[src/rtl/arc_pkg.sv]
// -----------------------------------------------------------------------------
// Rate converter package
// Field widths, register indexes, reset values and the configuration bundle
// shared by the converter modules.
// -----------------------------------------------------------------------------
package arc_pkg;

	localparam int SampleW = 8;
	localparam int AccW    = 18;
	localparam int RateW   = 17;
	localparam int FrameW  = 6;
	localparam int LinesW  = 9;
	localparam int SpfW    = 14;
	localparam int SrcW    = 16;
	localparam int IdxW    = 3;
	localparam int NW      = 3;

	localparam logic [IdxW-1:0] RegOutputRate  = 3'd0;
	localparam logic [IdxW-1:0] RegFrameRate   = 3'd1;
	localparam logic [IdxW-1:0] RegLines       = 3'd2;
	localparam logic [IdxW-1:0] RegSpf         = 3'd3;
	localparam logic [IdxW-1:0] RegMixEnable   = 3'd4;

	localparam logic [RateW-1:0]  RstOutputRate = 17'd48000;
	localparam logic [FrameW-1:0] RstFrameRate  = 6'd60;
	localparam logic [LinesW-1:0] RstLines      = 9'd262;
	localparam logic [SpfW-1:0]   RstSpf        = 14'd800;

	localparam logic [16:0]     MaxFrameSamples = 17'd8192;
	localparam logic [NW-1:0]   EmitMax         = 3'd5;
	localparam logic [AccW-1:0] AccMax          = 18'h3FFFF;

	typedef struct packed {
		logic [RateW-1:0] output_rate;
		logic             mix_enable;
		logic [SrcW-1:0]  src_rate;
		logic [SpfW-1:0]  limit;
	} cfg_t;

endpackage

[src/rtl/arc_addsub.sv]
// -----------------------------------------------------------------------------
// Shared adder/subtractor
// One accumulator-wide add or subtract with carry/borrow out, reused by the
// sequencer for the per-step phase advance and every emit test.
// -----------------------------------------------------------------------------
module arc_addsub (
	input  logic [arc_pkg::AccW-1:0] a,
	input  logic [arc_pkg::AccW-1:0] b,
	input  logic                     sub,
	output logic [arc_pkg::AccW:0]   res
);

	always_comb begin
		if (sub) begin
			res = {1'b0, a} - {1'b0, b};
		end else begin
			res = {1'b0, a} + {1'b0, b};
		end
	end

endmodule

[src/rtl/arc_cfg_regs.sv]
// -----------------------------------------------------------------------------
// Rate converter register file
// Holds the five settings and registers the derived source rate and
// per-frame output limit.
// -----------------------------------------------------------------------------
module arc_cfg_regs (
	input  logic                     clk,
	input  logic                     arst_n,
	input  logic                     wr_en,
	input  logic [arc_pkg::IdxW-1:0] wr_index,
	input  logic [31:0]              wr_data,
	output arc_pkg::cfg_t            cfg
);

	logic [arc_pkg::RateW-1:0]  output_rate_q;
	logic [arc_pkg::FrameW-1:0] frame_rate_q;
	logic [arc_pkg::LinesW-1:0] lines_q;
	logic [arc_pkg::SpfW-1:0]   spf_q;
	logic                       mix_q;
	logic [arc_pkg::SrcW-1:0]   src_q;
	logic [arc_pkg::SpfW-1:0]   limit_q;
	logic [14:0]                prod;

	always_ff @(posedge clk or negedge arst_n) begin
		if (!arst_n) begin
			output_rate_q <= arc_pkg::RstOutputRate;
			frame_rate_q  <= arc_pkg::RstFrameRate;
			lines_q       <= arc_pkg::RstLines;
			spf_q         <= arc_pkg::RstSpf;
			mix_q         <= 1'b0;
		end else if (wr_en) begin
			case (wr_index)
				arc_pkg::RegOutputRate: output_rate_q <= wr_data[arc_pkg::RateW-1:0];
				arc_pkg::RegFrameRate:  frame_rate_q  <= wr_data[arc_pkg::FrameW-1:0];
				arc_pkg::RegLines:      lines_q       <= wr_data[arc_pkg::LinesW-1:0];
				arc_pkg::RegSpf:        spf_q         <= wr_data[arc_pkg::SpfW-1:0];
				arc_pkg::RegMixEnable:  mix_q         <= wr_data[0];
				default: ;
			endcase
		end
	end

	assign prod = 15'(frame_rate_q) * 15'(lines_q);

	// source rate is frames times lines times two
	always_ff @(posedge clk or negedge arst_n) begin
		if (!arst_n) begin
			src_q   <= '0;
			limit_q <= '0;
		end else begin
			src_q <= {prod, 1'b0};
			if ({3'b0, spf_q} > arc_pkg::MaxFrameSamples) begin
				limit_q <= arc_pkg::MaxFrameSamples[arc_pkg::SpfW-1:0];
			end else begin
				limit_q <= spf_q;
			end
		end
	end

	assign cfg.output_rate = output_rate_q;
	assign cfg.mix_enable  = mix_q;
	assign cfg.src_rate    = src_q;
	assign cfg.limit       = limit_q;

endmodule

[src/rtl/audio_rate_converter_mixer.sv]
// -----------------------------------------------------------------------------
// Audio rate converter and mixer
// Zero-order-hold phase accumulator converter with optional two-source mix.
// -----------------------------------------------------------------------------
// Input channel: in_valid/in_stall carries one source step (two generator
// samples and a frame-start flag). Output channel: out_valid/out_stall carries
// zero to five output samples per step; last_of_run marks the final one.
// Config channel: cfg_valid/cfg_ready writes register cfg_index with cfg_data;
// cfg_ready is always high. Write only while no step is in progress.
// Sequence: a step is taken while idle, then the phase advance runs on the
// shared adder, then the emit tests run one after another on the same unit;
// the input is not ready again until an emit test fails and the sequencer
// returns to idle. The first output item is registered into the output
// register after the phase advance and its emit test.
// One output register holds the result; while it holds a valid item and
// out_stall is high, the sequencer holds and the input stays stalled.
// Reset: settings return to 48000 Hz output, 60 frames, 262 lines, 800
// samples per frame, mix off; the accumulator and per-frame output count clear.
// -----------------------------------------------------------------------------
module audio_rate_converter_mixer (
	input  logic                        clk,
	input  logic                        arst_n,
	input  logic                        in_valid,
	output logic                        in_stall,
	input  logic [arc_pkg::SampleW-1:0] gen_a_sample,
	input  logic [arc_pkg::SampleW-1:0] gen_b_sample,
	input  logic                        frame_start,
	output logic                        out_valid,
	input  logic                        out_stall,
	output logic [arc_pkg::SampleW-1:0] out_sample,
	output logic                        last_of_run,
	input  logic                        cfg_valid,
	output logic                        cfg_ready,
	input  logic [arc_pkg::IdxW-1:0]    cfg_index,
	input  logic [31:0]                 cfg_data
);

	localparam logic [1:0] StIdle  = 2'd0;
	localparam logic [1:0] StAcc   = 2'd1;
	localparam logic [1:0] StCheck = 2'd2;

	arc_pkg::cfg_t cfg;

	logic [1:0]                  state_q;
	logic [arc_pkg::AccW-1:0]    acc_q;
	logic [arc_pkg::SpfW-1:0]    cnt_q;
	logic [arc_pkg::NW-1:0]      n_q;
	logic                        pend_q;
	logic [arc_pkg::SampleW-1:0] a_q;
	logic [arc_pkg::SampleW-1:0] b_q;
	logic                        start_q;
	logic [arc_pkg::SampleW-1:0] sample_q;
	logic                        out_valid_q;
	logic [arc_pkg::SampleW-1:0] out_sample_q;
	logic                        out_last_q;

	logic                        in_accept;
	logic                        out_free;
	logic                        push;
	logic                        push_last;
	logic                        emit_ok;
	logic [arc_pkg::AccW-1:0]    alu_b;
	logic                        alu_sub;
	logic [arc_pkg::AccW:0]      alu_res;
	logic [arc_pkg::SampleW-1:0] mix_sum;

	assign cfg_ready = 1'b1;

	arc_cfg_regs u_cfg (
		.clk      (clk),
		.arst_n   (arst_n),
		.wr_en    (cfg_valid && cfg_ready),
		.wr_index (cfg_index),
		.wr_data  (cfg_data),
		.cfg      (cfg)
	);

	always_comb begin
		if (state_q == StCheck) begin
			alu_b   = {2'b0, cfg.src_rate};
			alu_sub = 1'b1;
		end else begin
			alu_b   = {1'b0, cfg.output_rate};
			alu_sub = 1'b0;
		end
	end

	arc_addsub u_alu (
		.a   (acc_q),
		.b   (alu_b),
		.sub (alu_sub),
		.res (alu_res)
	);

	assign in_stall  = (state_q != StIdle);
	assign in_accept = in_valid && !in_stall;
	assign out_free  = !out_valid_q || !out_stall;
	assign mix_sum   = a_q + b_q;

	// no borrow means acc >= source rate
	assign emit_ok = !alu_res[arc_pkg::AccW] && (cnt_q < cfg.limit) && (n_q < arc_pkg::EmitMax);

	always_comb begin
		push      = 1'b0;
		push_last = 1'b0;
		if (state_q == StCheck && out_free && pend_q) begin
			push      = 1'b1;
			push_last = !emit_ok;
		end
	end

	always_ff @(posedge clk) begin
		if (in_accept) begin
			a_q <= gen_a_sample;
			b_q <= gen_b_sample;
		end
		if (state_q == StAcc) begin
			sample_q <= cfg.mix_enable ? (mix_sum >> 1) : a_q;
		end
		if (push) begin
			out_sample_q <= sample_q;
			out_last_q   <= push_last;
		end
	end

	always_ff @(posedge clk or negedge arst_n) begin
		if (!arst_n) begin
			state_q     <= StIdle;
			acc_q       <= '0;
			cnt_q       <= '0;
			n_q         <= '0;
			pend_q      <= 1'b0;
			start_q     <= 1'b0;
			out_valid_q <= 1'b0;
		end else begin
			if (push) begin
				out_valid_q <= 1'b1;
			end else if (!out_stall) begin
				out_valid_q <= 1'b0;
			end
			case (state_q)
				StIdle: begin
					if (in_accept) begin
						start_q <= frame_start;
						state_q <= StAcc;
					end
				end
				StAcc: begin
					// reload on frame start, else advance with saturation
					if (start_q) begin
						acc_q <= {1'b0, cfg.output_rate};
						cnt_q <= '0;
					end else if (alu_res[arc_pkg::AccW]) begin
						acc_q <= arc_pkg::AccMax;
					end else begin
						acc_q <= alu_res[arc_pkg::AccW-1:0];
					end
					n_q     <= '0;
					pend_q  <= 1'b0;
					state_q <= StCheck;
				end
				StCheck: begin
					// hold until the output register can take the pending item
					if (out_free) begin
						if (emit_ok) begin
							acc_q  <= alu_res[arc_pkg::AccW-1:0];
							cnt_q  <= cnt_q + 1'b1;
							n_q    <= n_q + 1'b1;
							pend_q <= 1'b1;
						end else begin
							pend_q  <= 1'b0;
							state_q <= StIdle;
						end
					end
				end
				default: state_q <= StIdle;
			endcase
		end
	end

	assign out_valid   = out_valid_q;
	assign out_sample  = out_sample_q;
	assign last_of_run = out_last_q;

`ifndef ASSERT_OFF
	a_accept_to_acc: assert property (@(posedge clk) disable iff (!arst_n)
		in_accept |=> state_q == StAcc)
		else $error("accepted step did not enter phase advance");

	a_emit_bound: assert property (@(posedge clk) disable iff (!arst_n)
		n_q <= arc_pkg::EmitMax)
		else $error("emit count exceeds per-step maximum");

	a_last_ends_run: assert property (@(posedge clk) disable iff (!arst_n)
		push && push_last |=> state_q == StIdle)
		else $error("last item pushed but sequencer kept running");

	a_idle_no_pending: assert property (@(posedge clk) disable iff (!arst_n)
		state_q == StIdle |-> !pend_q)
		else $error("pending item left behind at idle");
`endif

endmodule
[config.mk]
export PLATFORM = sky130hd
export DESIGN_NAME = audio_rate_converter_mixer
export DESIGN_NICKNAME = d
export VERILOG_FILES = /design/src/rtl/arc_pkg.sv /design/src/rtl/arc_addsub.sv /design/src/rtl/arc_cfg_regs.sv /design/src/rtl/audio_rate_converter_mixer.sv
export SDC_FILE = /design/constraint.sdc
export NUM_CORES = 1
export LEC_CHECK = 0
export BUFFER_PORTS_ARGS = -buffer_cell sky130_fd_sc_hd__buf_2
export CAP_MARGIN = 20
export CORE_ASPECT_RATIO = 1.1
export CORE_MARGIN = 5
export CORE_UTILIZATION = 61
export CTS_CLUSTER_SIZE = 10
export DETAILED_ROUTE_END_ITERATION = 12
export PLACE_DENSITY = 0.81
export RECOVER_POWER = 100
export SYNTH_ARGS = -nofsm -noshare
export SYNTH_HDL_FRONTEND = slang
export SYNTH_SLANG_ARGS = --single-unit
[constraint.sdc]
create_clock -name clk -period 7.7 [get_ports clk]
set_clock_uncertainty 0.2 [all_clocks]
set_input_delay 1.54 -clock clk [delete_from_list [all_inputs] [get_ports clk]]
set_output_delay 1.54 -clock clk [all_outputs]
set_load 0.02 [all_outputs]
==> reports/qor.json, run 1 <==
{
  "number_of_iterations_in_the_first_detailed_routing_pass": {"value": 6},
  "worst_setup_hold_path_clk_slew": {"value": 70, "unit": "ps"},
  "cp.arrival": {"value": 6560, "unit": "ps"},
  "synth_area_leaders": {"value": "sky130_fd_sc_hd__dfrtp_1 27%, sky130_fd_sc_hd__edfxtp_1 11%, sky130_fd_sc_hd__ha_1 8.5%"},
  "design_power_total": {"value": 4360, "unit": "uW"},
  "worstPathBufferInverterCount": {"value": 2},
  "die_w": {"value": 128, "unit": "um"},
  "cap_viol_max_count": {"value": 1},
  "root_buffer": {"value": "sky130_fd_sc_hd__clkbuf_16"},
  "timing.critical_path.from_type": {"value": "flop"},
  "yosys.area.top_type": {"value": "sky130_fd_sc_hd__dfrtp_1"},
  "fp.dieH": {"value": 140, "unit": "um"},
  "status": {"value": "complete, but fails checks"},
  "yosys_warnings": {"value": 0},
  "cts-root-to-sink-buffers": {"value": 2},
  "synth-compound-area-share": {"value": 14.3, "unit": "%"},
  "tritoncts_num_sinks": {"value": 149},
  "finalCritPeriodShare": {"value": 84.6, "unit": "%"},
  "syn_avg_cell_area": {"value": 10.4, "unit": "um^2"},
  "wirelength": {"value": 21800, "unit": "um"},
  "overflow": {"value": 0},
  "cts-buffers-inserted": {"value": 17},
  "fp.coreArea": {"value": 15100, "unit": "um^2"},
  "synth.cells.most_frequent": {"value": "99 x sky130_fd_sc_hd__dfrtp_1, 88 x sky130_fd_sc_hd__nand2_1, 67 x sky130_fd_sc_hd__inv_1"},
  "synthesis.area": {"value": 9320, "unit": "um^2"},
  "worst-path-max-fanout": {"value": 33},
  "synthMostInstantiatedCell": {"value": "sky130_fd_sc_hd__dfrtp_1"},
  "dr_total_vias": {"value": 7063},
  "place_congestion": {"value": 0.914},
  "htree_levels": {"value": 4},
  "grt_start_max_net_pins": {"value": 83},
  "timing.critical_path.cells": {"value": "nand2b_1 > buf_4 > a21oi_1 > ha_1 > or4b_1 > o32ai_4 > nand2_1 > nor3_1 > xor2_1 > nand2_1 > o21ai_0 > ha_1 > a21o_1 > a21o_1 > a21oi_1 > nand3_1 > a21oi_1 > clkbuf_1 > o21ai_0"},
  "worst_hold_path_type": {"value": "reg2reg"},
  "route.antenna.remaining_nets": {"value": 0},
  "post_synth_mux_area_share": {"value": 6.71, "unit": "%"},
  "port_buffers": {"value": 52},
  "floorplan.initialDensity": {"value": 61.9, "unit": "%"},
  "setup_viol_count_final": {"value": 0},
  "max_freq": {"value": 0.153, "unit": "GHz"},
  "violations": {"value": "capacitance limit, slew limit"},
  "setup_repair_after_global_routing_missed_its_margin": {"value": "false"},
  "synth-seq-area-share": {"value": 42.0, "unit": "%"},
  "grt.total_usage": {"value": 25.4, "unit": "%"},
  "synth-xor-area-share": {"value": 3.48, "unit": "%"},
  "cts-resized-gates": {"value": 0},
  "worst_slew_pin_slew": {"value": 1920, "unit": "ps"},
  "required": {"value": 7750, "unit": "ps"},
  "worstSetupEndpointType": {"value": "flop"},
  "syn-instance-count": {"value": 899},
  "report.final.hold_viol_count": {"value": 0},
  "initialDrtViolationCount": {"value": 523},
  "final_layout_size_suffix_gt1_share": {"value": 15.8, "unit": "%"},
  "powerDensity": {"value": 422, "unit": "nW/um^2"},
  "n_antenna_cell": {"value": 0},
  "post_synth_and_or_nand_nor_area_fraction": {"value": 14.3, "unit": "%"},
  "synth_top_family_by_area": {"value": "adder cells"},
  "sum_of_net_half_perimeters_after_detailed_placement": {"value": 15700, "unit": "um"},
  "grt_antenna_before_repair": {"value": 0},
  "critPathKind": {"value": "reg2reg"},
  "synth_ff_type": {"value": "sky130_fd_sc_hd__dfrtp_1"},
  "post_cts_hold_buffer_count": {"value": 0},
  "report.final.slew_viol_count": {"value": 36},
  "syn-num-nets": {"value": 1050},
  "synth-adder-area-share": {"value": 15.1, "unit": "%"},
  "post_synth_num_cell_types": {"value": 74},
  "area_growth_syn_to_layout": {"value": 10.7, "unit": "%"},
  "critical_path.slowest_cell": {"value": "sky130_fd_sc_hd__clkbuf_1"},
  "via_density_per_instance": {"value": 6.11},
  "route.detailed.wl_per_inst": {"value": 18.9, "unit": "um"},
  "delay_heaviest_family_cp": {"value": "compound AO/OA/AOI/OAI gates"},
  "synth_enable_flop_cells": {"value": 33},
  "multi_input_comb_area": {"value": 5020, "unit": "um^2"},
  "async_flop_share": {"value": 77.9, "unit": "%"},
  "post-route-drc-count": {"value": 0},
  "synth.ff_latch_count": {"value": 149},
  "power.static_leakage": {"value": 0.00465, "unit": "uW"},
  "num_rows": {"value": 47},
  "finish.net_count": {"value": 1098},
  "cts_tree": {"value": "built"},
  "clk_latency": {"value": 420, "unit": "ps"},
  "first_pass_grt_wire_length": {"value": 36000, "unit": "um"},
  "final-seq-area": {"value": 3920, "unit": "um^2"},
  "post-synth-top-area-fraction": {"value": 26.6, "unit": "%"},
  "grt_pass1_vias": {"value": 7101},
  "cts_post_setup_buffers_inserted": {"value": 0},
  "filler_cell_count": {"value": 1132},
  "fin_setup_tns": {"value": 0, "unit": "ps"},
  "cp_dominant_cell_by_count": {"value": "sky130_fd_sc_hd__a21oi_1"},
  "max-vdd-ir-drop": {"value": 356, "unit": "uV"},
  "min_period": {"value": 6510, "unit": "ps"},
  "worst_path_largest_cell_delay": {"value": 720, "unit": "ps"},
  "max_slew_margin": {"value": -28.0, "unit": "%"},
  "design.die.area": {"value": 17900, "unit": "um^2"},
  "top_level_ports": {"value": 69}
}
cell type report:
| type | count | share of cell area (%) |
|---|---|---|
| Timing Repair Buffer | 60 | 2.97 |
| Multi-Input combinational cell | 652 | 48.7 |
| Clock inverter | 14 | 1.33 |
| Clock buffer | 18 | 4.26 |
| Tap cell | 196 | 2.38 |
| Sequential cell | 149 | 37.9 |
| Inverter | 67 | 2.44 |
sequential cells by signal, summed over array words and instances (netlist names), 9 cells and up:
name,flops
acc_q,18
cnt_q,14
u_cfg.limit_q,14
u_cfg.lines_q,9
u_cfg.output_rate_q,17
u_cfg.spf_q,14
u_cfg.src_q,15
worst paths after layout:
kind / startpoint / to / slack [ps] / cells past startpoint
setup / recovery: state_q[0] / acc_q[2] / 1190 / 19
hold / removal: sample_q[4] / out_sample[4] / 220 / 0
setup reg to reg: state_q[0] / acc_q[2] / 1190 / 19
hold reg to reg: sample_q[4] / out_sample[4] / 220 / 0
max in group asynchronous: arst_n / u_cfg.output_rate_q[13] / 3870 / 3
min in group asynchronous: arst_n / cnt_q[13] / 1430 / 1
per-layer routing:
layer	part of all wire, %	vias up	track usage, %	wire length, um
li1	-	3286	-	-
met1	41	3491	32.2	8920
met2	52	233	44.0	11200
met3	4.9	53	4.56	1060
met4	2.8	0	8.04	616
met5	0	-	0	0
cell usage in the layout, fill, tap and decap left out, drive strengths merged, types with 16 or more instances in the layout:
cell type | netlist | routed
a21oi | 41 | 41
and2 | 32 | 32
buf | 7 | 41
clkbuf | 24 | 37
dfrtp | 99 | 99
dfstp | 17 | 17
edfxtp | 33 | 33
fa | 31 | 31
ha | 63 | 63
inv | 67 | 74
mux2 | 52 | 52
nand2 | 88 | 88
nand3 | 23 | 23
nor2 | 42 | 42
nor2b | 19 | 19
nor3 | 19 | 19
o21ai | 59 | 59
xnor2 | 21 | 21
xor2 | 16 | 16
stage by stage:
| step | cell area, um^2 | cells | utilization [%] | setup slack [ps] | hold WS, ps |
|---|---|---|---|---|---|
| 6_report | 10300 | 1156 | 68.5 | 1190 | 220 |
| 4_1_cts | 10300 | 1154 | 68.6 | 1410 | 221 |
| 3_5_place_dp | 9750 | 1122 | 64.7 | 1460 | 207 |
| 2_1_floorplan | 9320 | 899 | - | 2340 | 200 |
| 3_3_place_gp | 9740 | 1121 | 64.7 | 1660 | 202 |
| 5_1_grt | 10300 | 1156 | 68.5 | 600 | 231 |
power by group:
| group | total (uW) | leakage, uW | internal, uW | switching [uW] |
|---|---|---|---|---|
| registers | 1250 | 0.00172 | 1050 | 196 |
| logic | 2290 | 0.00264 | 980 | 1310 |
| clock network | 815 | 0.000290 | 462 | 352 |
cells by family after synthesis:
family / after synthesis
other cells: 1
flops: 149
compound gates: 196
buf+inv: 98
mux: 56
simple gates: 268
fa+ha+maj: 94
xor+xnor: 37
Power figures use the tool's default switching activity.
==> run 2, diff against run 1 <==
- CORE_UTILIZATION: 61 -> 55
- PLACE_DENSITY: 0.81 -> 0.77
- clock period: 7.7 -> 5.7 ns (I/O delays scaled with it)
==> reports/qor.json, run 2 (same netlist as run 1, synthesis figures left out) <==
{
  "status": {"value": "complete, but fails checks"},
  "violations": {"value": "capacitance limit, slew limit"},
  "tritoncts_num_sinks": {"value": 149, "change": "unchanged"},
  "sum_of_net_half_perimeters_after_detailed_placement": {"value": 14800, "unit": "um", "change": "-5.9%"},
  "design.die.area": {"value": 19600, "unit": "um^2", "change": "+10%"},
  "worst_path_largest_cell_delay": {"value": 500, "unit": "ps", "change": "-220 ps"},
  "filler_cell_count": {"value": 1326, "change": "+17%"},
  "top_level_ports": {"value": 69, "change": "unchanged"},
  "via_density_per_instance": {"value": 5.80, "change": "-5.0%"},
  "finalHoldWorstSlack": {"value": 219, "unit": "ps", "change": "-0.923 ps"},
  "worstSetupEndpointType": {"value": "flop"},
  "post_cts_hold_buffer_count": {"value": 0, "change": "unchanged"},
  "timing.critical_path.cells": {"value": "nor2b_1 > and2_1 > a21oi_1 > ha_1 > or4b_4 > o32ai_4 > nand2_1 > nor3_1 > and3_1 > o21ai_0 > ha_1 > nand4_1 > nor3_1 > o211ai_1 > nand3_1 > buf_4 > nand2_2 > clkbuf_1 > o41ai_1"},
  "setup_repair_after_global_routing_missed_its_margin": {"value": "false"},
  "final_layout_size_suffix_gt1_share": {"value": 16.1, "unit": "%", "change": "+0.26 points"},
  "worst_setup_hold_path_clk_slew": {"value": 60, "unit": "ps", "change": "about the same"},
  "required": {"value": 5810, "unit": "ps", "change": "-1940 ps"},
  "critical_path.endpoint": {"value": "cnt_q[12]"},
  "die_w": {"value": 134, "unit": "um", "change": "+4.9%"},
  "cap_viol_max_count": {"value": 1, "change": "unchanged"},
  "floorplan.initialDensity": {"value": 55.4, "unit": "%", "change": "-6.5 points"},
  "worst_hold_path_type": {"value": "reg2reg"},
  "area_growth_syn_to_layout": {"value": 10.8, "unit": "%", "change": "about the same"},
  "max-vdd-ir-drop": {"value": 502, "unit": "uV", "change": "+41%"},
  "worstSetupStartpoint": {"value": "state_q[1]"},
  "min_period": {"value": 5320, "unit": "ps", "change": "-1200 ps"},
  "report.final.hold_viol_count": {"value": 0, "change": "unchanged"},
  "number_of_iterations_in_the_first_detailed_routing_pass": {"value": 5, "change": "-1"},
  "first_pass_grt_wire_length": {"value": 34400, "unit": "um", "change": "-4.4%"},
  "overflow": {"value": 0, "change": "unchanged"},
  "top_register": {"value": "acc_q"},
  "n_antenna_cell": {"value": 0, "change": "unchanged"},
  "place.detailed.instances": {"value": 1138, "change": "+1.4%"},
  "worstPathBufferInverterCount": {"value": 2, "change": "unchanged"},
  "max_reg_flops": {"value": 18, "change": "unchanged"},
  "place_congestion": {"value": 0.886, "change": "-3.1%"},
  "num_rows": {"value": 50, "change": "+6.4%"},
  "grt_pass1_vias": {"value": 6994, "change": "-1.5%"},
  "root_buffer": {"value": "sky130_fd_sc_hd__clkbuf_16"},
  "setup_viol_count_final": {"value": 0, "change": "unchanged"},
  "route.detailed.wl_per_inst": {"value": 17.2, "unit": "um", "change": "-9.1%"},
  "layout.cells.most_common": {"value": "sky130_fd_sc_hd__dfrtp_1"},
  "cp.arrival": {"value": 5430, "unit": "ps", "change": "-1130 ps"},
  "worst_r2r_path_depth": {"value": 19, "change": "unchanged"},
  "route.antenna.remaining_nets": {"value": 0, "change": "unchanged"},
  "fp.dieH": {"value": 147, "unit": "um", "change": "+4.9%"},
  "port_buffers": {"value": 52, "change": "unchanged"},
  "grt.total_usage": {"value": 21.8, "unit": "%", "change": "-3.6 points"},
  "critPathKind": {"value": "reg2reg"},
  "power.static_leakage": {"value": 0.00464, "unit": "uW", "change": "about the same"},
  "setup.reg_to_reg.worst_slack": {"value": 380, "unit": "ps", "change": "-800 ps"},
  "wirelength": {"value": 20100, "unit": "um", "change": "-7.9%"},
  "max_slew_margin": {"value": -107, "unit": "%", "change": "-79 points"},
  "cp_num_cells": {"value": 19, "change": "unchanged"},
  "worst_slew_pin_slew": {"value": 3100, "unit": "ps", "change": "+1180 ps"},
  "design_power_total": {"value": 5760, "unit": "uW", "change": "+32%"},
  "powerDensity": {"value": 558, "unit": "nW/um^2", "change": "+32%"},
  "reg2reg_from": {"value": "state_q[1]"},
  "cts-resized-gates": {"value": 0, "change": "unchanged"},
  "worst-path-max-fanout": {"value": 13, "change": "-61%"},
  "worstReg2RegEnd": {"value": "cnt_q[12]"},
  "largest_registers": {"value": "acc_q x18, u_cfg.output_rate_q x17, u_cfg.src_q x15"},
  "dpl-instance-area": {"value": 9790, "unit": "um^2", "change": "+0.49%"},
  "max_freq": {"value": 0.188, "unit": "GHz", "change": "+23%"},
  "timing.critical_path.from_type": {"value": "flop"},
  "cts-buffers-inserted": {"value": 17, "change": "unchanged"},
  "clk_latency": {"value": 430, "unit": "ps", "change": "about the same"},
  "fp.coreArea": {"value": 16800, "unit": "um^2", "change": "+12%"},
  "post-route-drc-count": {"value": 0, "change": "unchanged"},
  "cts_tree": {"value": "built"},
  "critical_path.slowest_cell": {"value": "sky130_fd_sc_hd__or4b_4"},
  "report.final.slew_viol_count": {"value": 60, "change": "+67%"},
  "post_layout_nonfiller_instances": {"value": 1171, "change": "+1.3%"},
  "finalCritPeriodShare": {"value": 93.3, "unit": "%", "change": "+8.7 points"},
  "cts_post_setup_buffers_inserted": {"value": 0, "change": "unchanged"},
  "cts-root-to-sink-buffers": {"value": 2, "change": "unchanged"},
  "layout_common_cells": {"value": "99 x sky130_fd_sc_hd__dfrtp_1, 87 x sky130_fd_sc_hd__nand2_1, 67 x sky130_fd_sc_hd__inv_1"},
  "htree_levels": {"value": 4, "change": "unchanged"},
  "dr_total_vias": {"value": 6797, "change": "-3.8%"},
  "initialDrtViolationCount": {"value": 431, "change": "-18%"},
  "stdcell_area": {"value": 10300, "unit": "um^2", "change": "about the same"},
  "fin_setup_tns": {"value": 0, "unit": "ps", "change": "unchanged"},
  "delay_heaviest_family_cp": {"value": "simple AND/OR/NAND/NOR gates"},
  "grt_start_max_net_pins": {"value": 82, "change": "-1.2%"},
  "grt_antenna_before_repair": {"value": 0, "change": "unchanged"},
  "finish.net_count": {"value": 1101, "change": "+0.27%"}
}
==> run 2: worst min path at each step <==
stage	from	to	slack, ps	cells after the start
after global routing	sample_q[6]	out_sample[6]	230	0
after detailed placement	sample_q[7]	out_sample[7]	200	0
final	sample_q[7]	out_sample[7]	220	0
after floorplan	sample_q[0]	out_sample[0]	200	0
after global placement	sample_q[1]	out_sample[1]	200	0
after CTS	sample_q[7]	out_sample[7]	220	0
==> run 2: metrics by stage <==
stage,util [%],worst slack [ps]
detailed placement,58.2,256
floorplan,-,344
finish,61.4,382
global placement,58.2,329
CTS,61.6,232
global route,61.4,19.9
==> run 2: cell type report <==
| type | count | area [um^2] | area share (%) |
|---|---|---|---|
| multi-input combinational | 652 | 5030 | 48.7 |
| sequential | 149 | 3920 | 37.9 |
| clock buffer | 20 | 458 | 4.43 |
| timing repair buffer | 63 | 308 | 2.98 |
| tap | 208 | 260 | 2.52 |
| inverter | 67 | 251 | 2.44 |
| clock inverter | 12 | 106 | 1.03 |
==> run 2: per-layer routing <==
metal	track usage, %	vias to the layer above	wire [um]
li1	-	3296	-
met2	38.0	132	10400
met4	7.84	0	591
met3	3.89	45	688
met1	27.1	3324	8400
met5	0	-	0
==> run 2: report_power, final <==
part	internal, uW	switching (uW)	leakage (uW)
clock network	598	482	0.000274
registers	1420	252	0.00172
logic	1330	1680	0.00265
